### src/sha_pkg.sv
// shared types, constants and round functions for the sha-256 stream hasher
// no dependencies
`default_nettype none
package sha_pkg;

  localparam int unsigned QueueDepth = 2;

  typedef enum logic [1:0] {
    MODE_ABSORB   = 2'd0,
    MODE_INIT     = 2'd1,
    MODE_SNAPSHOT = 2'd2,
    MODE_UNUSED   = 2'd3
  } mode_e;

  typedef enum logic [1:0] {
    CMD_ABSORB = 2'd0,
    CMD_INIT   = 2'd1,
    CMD_SNAP   = 2'd2
  } cmd_kind_e;

  typedef struct packed {
    cmd_kind_e  kind;
    logic [7:0] data;
  } cmd_t;

  typedef logic [7:0][31:0] hash_t;

  localparam hash_t InitHash = {
    32'h5be0cd19, 32'h1f83d9ab, 32'h9b05688c, 32'h510e527f,
    32'ha54ff53a, 32'h3c6ef372, 32'hbb67ae85, 32'h6a09e667
  };

  localparam logic [7:0] PadMark = 8'h80;
  localparam logic [5:0] LenStart = 6'd56;

  function automatic logic [31:0] round_k(input logic [5:0] t);
    logic [31:0] k;
    unique case (t)
      6'd0: k = 32'h428a2f98;  6'd1: k = 32'h71374491;  6'd2: k = 32'hb5c0fbcf;
      6'd3: k = 32'he9b5dba5;  6'd4: k = 32'h3956c25b;  6'd5: k = 32'h59f111f1;
      6'd6: k = 32'h923f82a4;  6'd7: k = 32'hab1c5ed5;  6'd8: k = 32'hd807aa98;
      6'd9: k = 32'h12835b01;  6'd10: k = 32'h243185be; 6'd11: k = 32'h550c7dc3;
      6'd12: k = 32'h72be5d74; 6'd13: k = 32'h80deb1fe; 6'd14: k = 32'h9bdc06a7;
      6'd15: k = 32'hc19bf174; 6'd16: k = 32'he49b69c1; 6'd17: k = 32'hefbe4786;
      6'd18: k = 32'h0fc19dc6; 6'd19: k = 32'h240ca1cc; 6'd20: k = 32'h2de92c6f;
      6'd21: k = 32'h4a7484aa; 6'd22: k = 32'h5cb0a9dc; 6'd23: k = 32'h76f988da;
      6'd24: k = 32'h983e5152; 6'd25: k = 32'ha831c66d; 6'd26: k = 32'hb00327c8;
      6'd27: k = 32'hbf597fc7; 6'd28: k = 32'hc6e00bf3; 6'd29: k = 32'hd5a79147;
      6'd30: k = 32'h06ca6351; 6'd31: k = 32'h14292967; 6'd32: k = 32'h27b70a85;
      6'd33: k = 32'h2e1b2138; 6'd34: k = 32'h4d2c6dfc; 6'd35: k = 32'h53380d13;
      6'd36: k = 32'h650a7354; 6'd37: k = 32'h766a0abb; 6'd38: k = 32'h81c2c92e;
      6'd39: k = 32'h92722c85; 6'd40: k = 32'ha2bfe8a1; 6'd41: k = 32'ha81a664b;
      6'd42: k = 32'hc24b8b70; 6'd43: k = 32'hc76c51a3; 6'd44: k = 32'hd192e819;
      6'd45: k = 32'hd6990624; 6'd46: k = 32'hf40e3585; 6'd47: k = 32'h106aa070;
      6'd48: k = 32'h19a4c116; 6'd49: k = 32'h1e376c08; 6'd50: k = 32'h2748774c;
      6'd51: k = 32'h34b0bcb5; 6'd52: k = 32'h391c0cb3; 6'd53: k = 32'h4ed8aa4a;
      6'd54: k = 32'h5b9cca4f; 6'd55: k = 32'h682e6ff3; 6'd56: k = 32'h748f82ee;
      6'd57: k = 32'h78a5636f; 6'd58: k = 32'h84c87814; 6'd59: k = 32'h8cc70208;
      6'd60: k = 32'h90befffa; 6'd61: k = 32'ha4506ceb; 6'd62: k = 32'hbef9a3f7;
      default: k = 32'hc67178f2;
    endcase
    return k;
  endfunction

  function automatic logic [31:0] big_s0(input logic [31:0] x);
    return {x[1:0], x[31:2]} ^ {x[12:0], x[31:13]} ^ {x[21:0], x[31:22]};
  endfunction

  function automatic logic [31:0] big_s1(input logic [31:0] x);
    return {x[5:0], x[31:6]} ^ {x[10:0], x[31:11]} ^ {x[24:0], x[31:25]};
  endfunction

  function automatic logic [31:0] small_s0(input logic [31:0] x);
    return {x[6:0], x[31:7]} ^ {x[17:0], x[31:18]} ^ {3'b000, x[31:3]};
  endfunction

  function automatic logic [31:0] small_s1(input logic [31:0] x);
    return {x[16:0], x[31:17]} ^ {x[18:0], x[31:19]} ^ {10'd0, x[31:10]};
  endfunction

endpackage
`default_nettype wire

### src/sha_front.sv
// front stage: takes input items, classifies the mode, drops the unused code
// depends on sha_pkg
`default_nettype none
module sha_front (
  input  wire logic        clk_i,
  input  wire logic        rst_ni,
  input  wire logic        in_valid_i,
  output logic             in_ready_o,
  input  wire logic [1:0]  in_mode_i,
  input  wire logic [7:0]  in_byte_i,
  output logic             cmd_valid_o,
  input  wire logic        cmd_ready_i,
  output sha_pkg::cmd_t    cmd_o
);

  logic          valid_q;
  sha_pkg::cmd_t cmd_q;
  logic          take;

  assign in_ready_o  = !valid_q || cmd_ready_i;
  assign take        = in_valid_i && in_ready_o;
  assign cmd_valid_o = valid_q;
  assign cmd_o       = cmd_q;

  always_ff @(posedge clk_i or negedge rst_ni) begin
    if (!rst_ni) begin
      valid_q <= 1'b0;
    end else if (take) begin
      valid_q <= (in_mode_i != sha_pkg::MODE_UNUSED);
    end else if (cmd_ready_i) begin
      valid_q <= 1'b0;
    end
  end

  always_ff @(posedge clk_i) begin
    if (take) begin
      unique case (in_mode_i)
        sha_pkg::MODE_ABSORB:   cmd_q.kind <= sha_pkg::CMD_ABSORB;
        sha_pkg::MODE_INIT:     cmd_q.kind <= sha_pkg::CMD_INIT;
        default:                cmd_q.kind <= sha_pkg::CMD_SNAP;
      endcase
      cmd_q.data <= in_byte_i;
    end
  end

endmodule
`default_nettype wire

### src/sha_queue.sv
// short command queue between the front stage and the hashing core
// depends on sha_pkg
`default_nettype none
module sha_queue #(
  parameter int unsigned Depth = sha_pkg::QueueDepth
) (
  input  wire logic        clk_i,
  input  wire logic        rst_ni,
  input  wire logic        wr_valid_i,
  output logic             wr_ready_o,
  input  wire sha_pkg::cmd_t wr_cmd_i,
  output logic             rd_valid_o,
  input  wire logic        rd_ready_i,
  output sha_pkg::cmd_t    rd_cmd_o
);

  localparam int unsigned PtrW = (Depth > 1) ? $clog2(Depth) : 1;
  localparam int unsigned CntW = $clog2(Depth + 1);

  sha_pkg::cmd_t mem_q [Depth];
  logic [PtrW-1:0] wr_ptr_q, rd_ptr_q;
  logic [CntW-1:0] count_q;
  logic push, pop;

  assign wr_ready_o = (count_q != CntW'(Depth));
  assign rd_valid_o = (count_q != '0);
  assign push       = wr_valid_i && wr_ready_o;
  assign pop        = rd_valid_o && rd_ready_i;
  assign rd_cmd_o   = mem_q[rd_ptr_q];

  always_ff @(posedge clk_i or negedge rst_ni) begin
    if (!rst_ni) begin
      wr_ptr_q <= '0;
      rd_ptr_q <= '0;
      count_q  <= '0;
    end else begin
      if (push) begin
        wr_ptr_q <= (wr_ptr_q == PtrW'(Depth - 1)) ? '0 : wr_ptr_q + 1'b1;
      end
      if (pop) begin
        rd_ptr_q <= (rd_ptr_q == PtrW'(Depth - 1)) ? '0 : rd_ptr_q + 1'b1;
      end
      if (push && !pop) begin
        count_q <= count_q + 1'b1;
      end else if (pop && !push) begin
        count_q <= count_q - 1'b1;
      end
    end
  end

  always_ff @(posedge clk_i) begin
    if (push) begin
      mem_q[wr_ptr_q] <= wr_cmd_i;
    end
  end

endmodule
`default_nettype wire

### src/sha_core.sv
// hashing core: block buffer, padding sequencer, one-round-per-cycle compression,
// digest output register; depends on sha_pkg
`default_nettype none
module sha_core (
  input  wire logic          clk_i,
  input  wire logic          rst_ni,
  input  wire logic          cmd_valid_i,
  output logic               cmd_ready_o,
  input  wire sha_pkg::cmd_t cmd_i,
  output logic               out_valid_o,
  input  wire logic          out_ready_i,
  output logic [31:0]        out_word_o,
  output logic [2:0]         out_index_o,
  output logic               out_last_o
);

  typedef enum logic [2:0] {
    ST_IDLE, ST_PAD, ST_ROUND, ST_FINISH, ST_EMIT
  } state_e;

  state_e         state_q;
  sha_pkg::hash_t hash_q, base_q, wv_q, sum;
  logic [63:0]    bits_q, len_q;
  logic [511:0]   buf_q, w_q;
  logic [5:0]     fill_q, cnt_q, rnd_q;
  logic [2:0]     idx_q;
  logic           first_q, two_q, snap_q;
  logic [7:0]     pad_byte;
  logic [31:0]    w_new, t1, t2;

  assign cmd_ready_o = (state_q == ST_IDLE);
  assign out_valid_o = (state_q == ST_EMIT);
  assign out_word_o  = base_q[idx_q];
  assign out_index_o = idx_q;
  assign out_last_o  = (idx_q == 3'd7);

  always_comb begin
    if (first_q) begin
      pad_byte = sha_pkg::PadMark;
    end else if (two_q || cnt_q < sha_pkg::LenStart) begin
      pad_byte = 8'h00;
    end else begin
      pad_byte = len_q[63:56];
    end
  end

  // window holds w[t..t+15], oldest word at the top
  assign w_new = sha_pkg::small_s1(w_q[63:32]) + w_q[223:192]
               + sha_pkg::small_s0(w_q[479:448]) + w_q[511:480];
  assign t1 = wv_q[7] + sha_pkg::big_s1(wv_q[4])
            + ((wv_q[4] & wv_q[5]) ^ (~wv_q[4] & wv_q[6]))
            + sha_pkg::round_k(rnd_q) + w_q[511:480];
  assign t2 = sha_pkg::big_s0(wv_q[0])
            + ((wv_q[0] & wv_q[1]) ^ (wv_q[0] & wv_q[2]) ^ (wv_q[1] & wv_q[2]));

  always_comb begin
    for (int i = 0; i < 8; i++) begin
      sum[i] = base_q[i] + wv_q[i];
    end
  end

  always_ff @(posedge clk_i or negedge rst_ni) begin
    if (!rst_ni) begin
      state_q <= ST_IDLE;
      hash_q  <= sha_pkg::InitHash;
      bits_q  <= '0;
      fill_q  <= '0;
      cnt_q   <= '0;
      rnd_q   <= '0;
      idx_q   <= '0;
      first_q <= 1'b0;
      two_q   <= 1'b0;
      snap_q  <= 1'b0;
    end else begin
      unique case (state_q)
        ST_IDLE: begin
          if (cmd_valid_i) begin
            unique case (cmd_i.kind)
              sha_pkg::CMD_ABSORB: begin
                fill_q <= fill_q + 1'b1;
                bits_q <= bits_q + 64'd8;
                if (fill_q == 6'd63) begin
                  snap_q  <= 1'b0;
                  rnd_q   <= '0;
                  state_q <= ST_ROUND;
                end
              end
              sha_pkg::CMD_INIT: begin
                hash_q <= sha_pkg::InitHash;
                bits_q <= '0;
                fill_q <= '0;
              end
              default: begin
                snap_q  <= 1'b1;
                first_q <= 1'b1;
                two_q   <= (fill_q >= sha_pkg::LenStart);
                cnt_q   <= fill_q;
                state_q <= ST_PAD;
              end
            endcase
          end
        end
        ST_PAD: begin
          first_q <= 1'b0;
          cnt_q   <= cnt_q + 1'b1;
          if (cnt_q == 6'd63) begin
            rnd_q   <= '0;
            state_q <= ST_ROUND;
          end
        end
        ST_ROUND: begin
          rnd_q <= rnd_q + 1'b1;
          if (rnd_q == 6'd63) begin
            state_q <= ST_FINISH;
          end
        end
        ST_FINISH: begin
          if (!snap_q) begin
            hash_q  <= sum;
            state_q <= ST_IDLE;
          end else if (two_q) begin
            two_q   <= 1'b0;
            cnt_q   <= '0;
            state_q <= ST_PAD;
          end else begin
            idx_q   <= '0;
            state_q <= ST_EMIT;
          end
        end
        ST_EMIT: begin
          if (out_ready_i) begin
            idx_q <= idx_q + 1'b1;
            if (idx_q == 3'd7) begin
              state_q <= ST_IDLE;
            end
          end
        end
        default: state_q <= ST_IDLE;
      endcase
    end
  end

  // payload registers
  always_ff @(posedge clk_i) begin
    unique case (state_q)
      ST_IDLE: begin
        if (cmd_valid_i) begin
          if (cmd_i.kind == sha_pkg::CMD_ABSORB) begin
            buf_q <= {buf_q[503:0], cmd_i.data};
            w_q   <= {buf_q[503:0], cmd_i.data};
            base_q <= hash_q;
            wv_q   <= hash_q;
          end else if (cmd_i.kind == sha_pkg::CMD_SNAP) begin
            w_q    <= buf_q;
            len_q  <= bits_q;
            base_q <= hash_q;
          end
        end
      end
      ST_PAD: begin
        w_q  <= {w_q[503:0], pad_byte};
        wv_q <= base_q;
        if (!first_q && !two_q && cnt_q >= sha_pkg::LenStart) begin
          len_q <= {len_q[55:0], 8'h00};
        end
      end
      ST_ROUND: begin
        w_q     <= {w_q[479:0], w_new};
        wv_q[7] <= wv_q[6];
        wv_q[6] <= wv_q[5];
        wv_q[5] <= wv_q[4];
        wv_q[4] <= wv_q[3] + t1;
        wv_q[3] <= wv_q[2];
        wv_q[2] <= wv_q[1];
        wv_q[1] <= wv_q[0];
        wv_q[0] <= t1 + t2;
      end
      ST_FINISH: begin
        base_q <= sum;
      end
      default: begin
      end
    endcase
  end

endmodule
`default_nettype wire

### src/sha256_stream_hasher.sv
// top level of the streaming sha-256 hasher: front stage, command queue, hashing core
// depends on sha_pkg, sha_front, sha_queue, sha_core
//
// channel   dir  handshake                    payload
// s_axis    in   s_axis_tvalid_i/tready_o     tdata = data_byte, tuser = mode
// m_axis    out  m_axis_tvalid_o/tready_i     tdata = digest_word, word_index; tlast = last_word
//
// an absorb is taken in the core's idle state; every 64th byte also starts a
// compression (64 rounds at one per cycle plus a feed-forward add)
// an init is taken in the idle state; a snapshot pads from the current fill to the block
// end and compresses, again with a second block when fill is 56 or more, then eight output items
// the round loop is the limit: one shared round unit runs one round per cycle
// reset is asynchronous and active low; hash words go to the standard initial values
// the front register and a two-entry queue keep taking items while the core is busy
`default_nettype none
module sha256_stream_hasher #(
  parameter int unsigned QueueDepth = sha_pkg::QueueDepth
) (
  input  wire logic        clk_i,
  input  wire logic        rst_ni,
  input  wire logic        s_axis_tvalid_i,
  output logic             s_axis_tready_o,
  input  wire logic [7:0]  s_axis_tdata_i,   // [7:0] data_byte
  input  wire logic [1:0]  s_axis_tuser_i,   // [1:0] mode
  output logic             m_axis_tvalid_o,
  input  wire logic        m_axis_tready_i,
  output logic [39:0]      m_axis_tdata_o,   // [31:0] digest_word, [34:32] word_index, rest 0
  output logic             m_axis_tlast_o    // last_word
);

  sha_pkg::cmd_t front_cmd, queue_cmd;
  logic          front_valid, front_ready;
  logic          queue_valid, queue_ready;
  logic [31:0]   word;
  logic [2:0]    index;

  // classify the mode of each item
  sha_front u_front (
    .clk_i       (clk_i),
    .rst_ni      (rst_ni),
    .in_valid_i  (s_axis_tvalid_i),
    .in_ready_o  (s_axis_tready_o),
    .in_mode_i   (s_axis_tuser_i),
    .in_byte_i   (s_axis_tdata_i),
    .cmd_valid_o (front_valid),
    .cmd_ready_i (front_ready),
    .cmd_o       (front_cmd)
  );

  // decouples the front from the compression loop
  sha_queue #(
    .Depth (QueueDepth)
  ) u_queue (
    .clk_i      (clk_i),
    .rst_ni     (rst_ni),
    .wr_valid_i (front_valid),
    .wr_ready_o (front_ready),
    .wr_cmd_i   (front_cmd),
    .rd_valid_o (queue_valid),
    .rd_ready_i (queue_ready),
    .rd_cmd_o   (queue_cmd)
  );

  // buffer, padding, rounds and digest output
  sha_core u_core (
    .clk_i       (clk_i),
    .rst_ni      (rst_ni),
    .cmd_valid_i (queue_valid),
    .cmd_ready_o (queue_ready),
    .cmd_i       (queue_cmd),
    .out_valid_o (m_axis_tvalid_o),
    .out_ready_i (m_axis_tready_i),
    .out_word_o  (word),
    .out_index_o (index),
    .out_last_o  (m_axis_tlast_o)
  );

  assign m_axis_tdata_o = {5'd0, index, word};

endmodule
`default_nettype wire

### config.mk
export PLATFORM = sky130hd
export DESIGN_NAME = sha256_stream_hasher
export DESIGN_NICKNAME = d
export VERILOG_FILES = /design/src/sha_pkg.sv /design/src/sha_front.sv /design/src/sha_queue.sv /design/src/sha_core.sv /design/src/sha256_stream_hasher.sv
export SDC_FILE = /design/constraint.sdc
export NUM_CORES = 2
export LEC_CHECK = 0
export BUFFER_PORTS_ARGS = -buffer_cell sky130_fd_sc_hd__buf_2
export CORE_MARGIN = 2
export CORE_UTILIZATION = 45
export DETAILED_ROUTE_END_ITERATION = 6
export PLACE_DENSITY = 0.6
export REMOVE_ABC_BUFFERS = 1
export SYNTH_ARGS = -nofsm -noshare
export SYNTH_HDL_FRONTEND = slang
export SYNTH_SLANG_ARGS = --single-unit
### constraint.sdc
create_clock -name clk_i -period 139 [get_ports clk_i]
set_clock_uncertainty 0.05 [all_clocks]
set_input_delay 20.85 -clock clk_i [delete_from_list [all_inputs] [get_ports clk_i]]
set_output_delay 20.85 -clock clk_i [all_outputs]
set_load 0.03 [all_outputs]
Word level (Yosys, flattened, before mapping)
Memories as Yosys holds them, arrays and structs flattened.
Cells that the tools add are included.

storage, ports and cells
  bits of input ports = 14
  output and inout port bits = 43
  memories kept = 2
  register bits after elaboration = 1962
  RAM bits = 20
  bits in latches = 0
  ROM bits = 2048

memory list
  memory            depth  bits a word  read ports  clocked after Yosys merged registers in  write ports  line             RTL
  (name not given)  64     32           1           0                                        0            sha_pkg.sv:38    unique case (t)
  u_queue.mem_q     2      10           1           0                                        1            sha_queue.sv:20  sha_pkg::cmd_t mem_q [Depth];

cells by class
  add/sub/neg operators = 27
  bitwise gates (word level) = 18
  mux-type cells = 68
  shifts and indexed selects = 0
  $lt $le $gt $ge = 4
  reduce and logical (&&, ||, !) cells = 41
  multipliers = 0
  eq/ne operators = 33
  divide/modulo/power cells = 0

operator list
  kind                     number
  $mux W256                8
  $mux W512                3
  $pmux W512 S3            1
  $pmux W256 S2            2
  $pmux W256 S3            1
  $add A32 B32 Y32         18
  $xor A32 B32 Y32         9
  $mux W64                 4
  $pmux W64 S2             2
  $and A32 B32 Y32         5
  $bmux W32 S3             1
  $add A64 B4 Y64 const B  1
  $mux W6                  8
  $pmux W6 S3              2
  $mux W3                  11
  $mux W32                 1
  $not A32 Y32             1
  $xor A32 B22 Y32         1
  $xor A32 B29 Y32         1
  $ne A2 B1 Y1 const B     13
  $add A6 B1 Y6 const B    3
  $eq A6 B6 Y1 const B     3
  $reduce_and A3 Y1        6
  $mux W8                  2
  other kinds (34)         84

Longest topological paths before layout
  word-level depth = 8
  depth in mapped cells = 42

Cells and area by module
A second synthesis with hierarchy kept.

second synthesis, totals
  cells, all modules = 10818
  area, all modules = 112894.5 um^2

by module, submodules not included
  module                instances  area an instance (um^2)  cells each  seq. area each (um^2)
  sha_core              1          111549.5                 10746       56734.4
  sha_queue             1          932.1                    49          700.7
  sha_front             1          371.6                    17          325.3
  sha256_stream_hasher  1          41.3                     6           0.0

Least setup slack after synthesis
OpenSTA, ideal clock, no wires.

  path type = register -> register
  start = register u_queue.rd_ptr_q
  end = register u_core.rnd_q[4]
  stages on the path, launching flop included = 9
  path slack = 78.252 ns
  path buffers = 2
  data arrival time = 60.543 ns
  path through = dfrtp_1 buf_1 mux2_2 clkbuf_1 o21ai_0 a21boi_0 nand3_1 o21ai_0 o41ai_1

between the ends
  longest elaborated chain between the ends = 4

ends and longest elaborated chain
  what                         line             RTL
  from (decl)                  sha_queue.sv:21  logic [PtrW-1:0] wr_ptr_q, rd_ptr_q;
  from (signal assigned)       sha_queue.sv:41  rd_ptr_q <= (rd_ptr_q == PtrW'(Depth - 1)) ? '0 : rd_ptr_q + 1'b1;
  $mem_v2 Z2 W10               --
  $logic_not A2 Y1             sha_core.sv:78   unique case (cmd_i.kind)
  $ne A2 B1 Y1 (no line)       --
  $reduce_and A5 Y1 (no line)  --
  to (signal assigned)         sha_core.sv:112  rnd_q <= rnd_q + 1'b1;
  to (decl)                    sha_core.sv:25   logic [5:0] fill_q, cnt_q, rnd_q;

Every way passes these cells.
A chain may end at the register's enable or synchronous reset.

Worst setup path in the final report
  start = register u_core.idx_q[1], in the netlist u_core.out_index_o[1]
  end = output port m_axis_tdata_o[23]

between the ends
  longest elaborated chain between the ends = 2

ends and longest elaborated chain
  what                            line                        RTL
  from (decl)                     sha_core.sv:26              logic [2:0] idx_q;
  from (signal assigned)          sha_core.sv:132             idx_q <= idx_q + 1'b1;
  $bmux W32 S3                    sha_core.sv:33              assign out_word_o = base_q[idx_q];
  $mux W32 (not written as such)  sha_core.sv:33
  to (decl)                       sha256_stream_hasher.sv:27  output logic [39:0] m_axis_tdata_o,

Every way passes these cells. The select of a mux whose other input is x is not followed.

==> reports/qor.yml <==
status:
  status: "finished, final reports clean"
floorplan:
  dieHeight_um: 505
  die_x_um: 505
  rows: 183
  core_mm2: 0.249
  dieArea_mm2: 0.255
  start_util: 0.453
  ios: 57
logic_synthesis:
  yosys-top-cells-count: "nand2_1, edfxtp_1, a21oi_1"
  ys_seq_area_frac: 0.512
  synth_cells: 10700
  synth-seq-cells: 1976
  synthTopCellsByArea: "edfxtp_1, nand2_1, dfrtp_1"
  syn-mean-instance-area_um2: 10.5
  async_reset_ff_frac: 0.177
  synth_top_area_share: 0.433
  ys.warnings.count: 0
  syn-cell-area_mm2: 0.113
  synth_edf_count: 1627
  synth-main-ff-cell: "edfxtp_1"
  yosysMostFrequentCell: "nand2_1"
  yosysTopAreaCell: "edfxtp_1"
  synthDistinctLibCells: 109
final_layout:
  fillerInstances: 22600
  utilization: 0.494
  final_layout_size_suffix_gt1_frac: 0.0803
  nets: 11000
  area_delta_synth_final_pct: 9.02
  fin_cells: 13900
placed_design:
  placedCellCount: 13500
  post-dp-hpwl_um: 238000
  gp_congestion: 0.962
  io_buffer_count: 51
critical_path:
  endpoint_kind: "output pin"
  ff2ff_path_depth: 36
  start_kind: "register"
  slowest_stage: "dfrtp_4"
  path_class: "register to output pin"
  critPathMaxStageDelay_ns: 0.93
  required_ns: 118.10
  path_cells: "buf_4, mux4_2, mux2_2, buf_2"
  rr_startpoint: "u_core.rnd_q[1]"
  crit_fanout: 35
  rrSetupSlack_ns: 127.63
  crit_buf_inv: 2
  crit_family: "flip-flops"
  cp.arrival_ns: 3.63
  reg2reg_to: "u_core.wv_q[31]"
route:
  dr_wl_met2_um: 165000
  met1Wirelength_um: 147000
  via_count: 85800
  routed-wl-met3_um: 26000
  avgViaCountPerCell: 6.19
  postRouteAntennaNets: 0
  drc: 0
  firstDrtPassIters: 7
  drtIter0Drc: 9553
  highest_layer: "met5"
  wl_per_cell_um: 25.6
  wl_um: 355000
min_path:
  min_from: "u_front.cmd_o[3]"
  whs_endpoint: "u_queue.mem_q[1][3]"
  hold_path.class: "register to register"
  worstHoldPathCells: 0
clock_tree:
  postCtsSetupBuffers: 0
  clk_latency_ns: 0.90
  cts_tree: "yes"
  postCtsResizedCells: 0
  cts_max_path_buffers: 3
  h-tree-depth: 4
  path_clk_slew_ns: 0.06
  cts-root-buf: "clkbuf_16"
  cts_sinks: 1976
  numCtsBuffers: 217
  cts_hold_buf: 0
timing:
  rsz0062_at_grt: "false"
  worstMarginPinSlew_ns: 1.22
  fin_setup_tns_ns: 0
  finalSetupViolCount: 0
  drv_slew: 0
  min_period_ns: 24.53
  hold_viol: 0
  relSlewSlack: 0.186
  fmax_mhz: 40.8
  finalCritPeriodShare: 0.176
grt:
  grt_usage: 0.271
  grt_pass1_wl_um: 534000
  grt_max_degree: 220
  grt_pass1_vias: 83500
  grt_overflow: 0
  antenna_found_initial: 14
run:
  drv_cap: 0
-- placed cells by master, fill, tap and decap left out, types with 38 or more instances in the layout --
cell	instances
xor2_1	226
fa_1	195
a21o_1	176
xnor2_1	413
clkbuf_1	54
mux2i_1	38
dfstp_2	136
edfxtp_1	1627
clkbuf_16	219
nor2_1	366
nor2b_1	49
o21ai_0	900
mux2_2	49
nor3_1	68
buf_4	112
nand3_1	103
a211oi_1	39
and3_1	43
mux4_2	71
a21oi_1	1000
nand2b_1	73
buf_2	50
nand2_1	2102
a22oi_1	232
ha_1	399
inv_1	268
o21bai_1	49
o31ai_1	42
a221o_1	490
dfrtp_1	206
a31oi_1	49
o21a_1	47
-- routing by layer --
metal	track usage	vias to the layer above
met4	0.118	8
met3	0.0433	688
met1	0.366	43000
met2	0.433	3559
met5	0	-
li1	-	38600
-- stage by stage --
step | hold slack (ns) | worst slack [ns] | area [um^2]
after floorplan | 0.371 | 67.07 | 110000
after global placement | 0.379 | 115.38 | 116000
after detailed placement | 0.380 | 115.41 | 116000
after CTS | 0.392 | 114.45 | 123000
after global routing | 0.408 | 114.44 | 123000
final | 0.392 | 114.47 | 123000
-- logic make-up after synthesis --
| kind of cell | share of synthesized area |
|---|---|
| AOI/OAI and AO/OA | 0.191 |
| and+or+nand+nor | 0.109 |
| DFF | 0.512 |
| buffers and inverters | 0.0348 |
| xor gates and xnor gates | 0.0496 |
| adders and majority gates | 0.0809 |
| muxes | 0.0224 |
| other | 0.0000332 |
-- worst max path at each step --
stage,startpoint,endpoint,slack [ns],cells past startpoint
6_report,u_core.out_index_o[1],m_axis_tdata_o[23],114.47,4
3_5_place_dp,u_core.out_index_o[1],m_axis_tdata_o[23],115.41,4
4_1_cts,u_core.out_index_o[1],m_axis_tdata_o[23],114.45,4
3_3_place_gp,u_core.out_index_o[1],m_axis_tdata_o[23],115.38,4
5_1_grt,u_core.out_index_o[1],m_axis_tdata_o[23],114.44,4
2_1_floorplan,u_queue.rd_ptr_q,u_core.buf_q[0],67.07,3
-- cell type report --
type                    instances  area (um^2)  share of cell area
inverters                     271         1020             0.00827
diodes                          2         5.00           0.0000407
multi-input cells            7707        51400               0.417
flip-flops and latches       1976        57800               0.470
clock buffers                 293         5960              0.0484
repair buffers                174         1330              0.0108
well taps                    3330         4170              0.0339
clock inverters               115         1440              0.0117
-- registers in the layout, summed over array words and instances (netlist names), 6 cells and up --
| name | flops |
|---|---|
| u_queue.mem_q | 20 |
| u_core.fill_q | 6 |
| u_core.w_q | 512 |
| u_core.wv_q | 256 |
| u_core.cnt_q | 6 |
| u_core.bits_q | 61 |
| u_core.base_q | 256 |
| u_front.cmd_o | 10 |
| u_core.hash_q | 256 |
| u_core.buf_q | 512 |
| u_core.len_q | 61 |
| u_core.rnd_q | 6 |
Power is left out: the tool's default activity adds up to more than one toggle a clock period on the data nets, which glitch-free logic cannot reach.
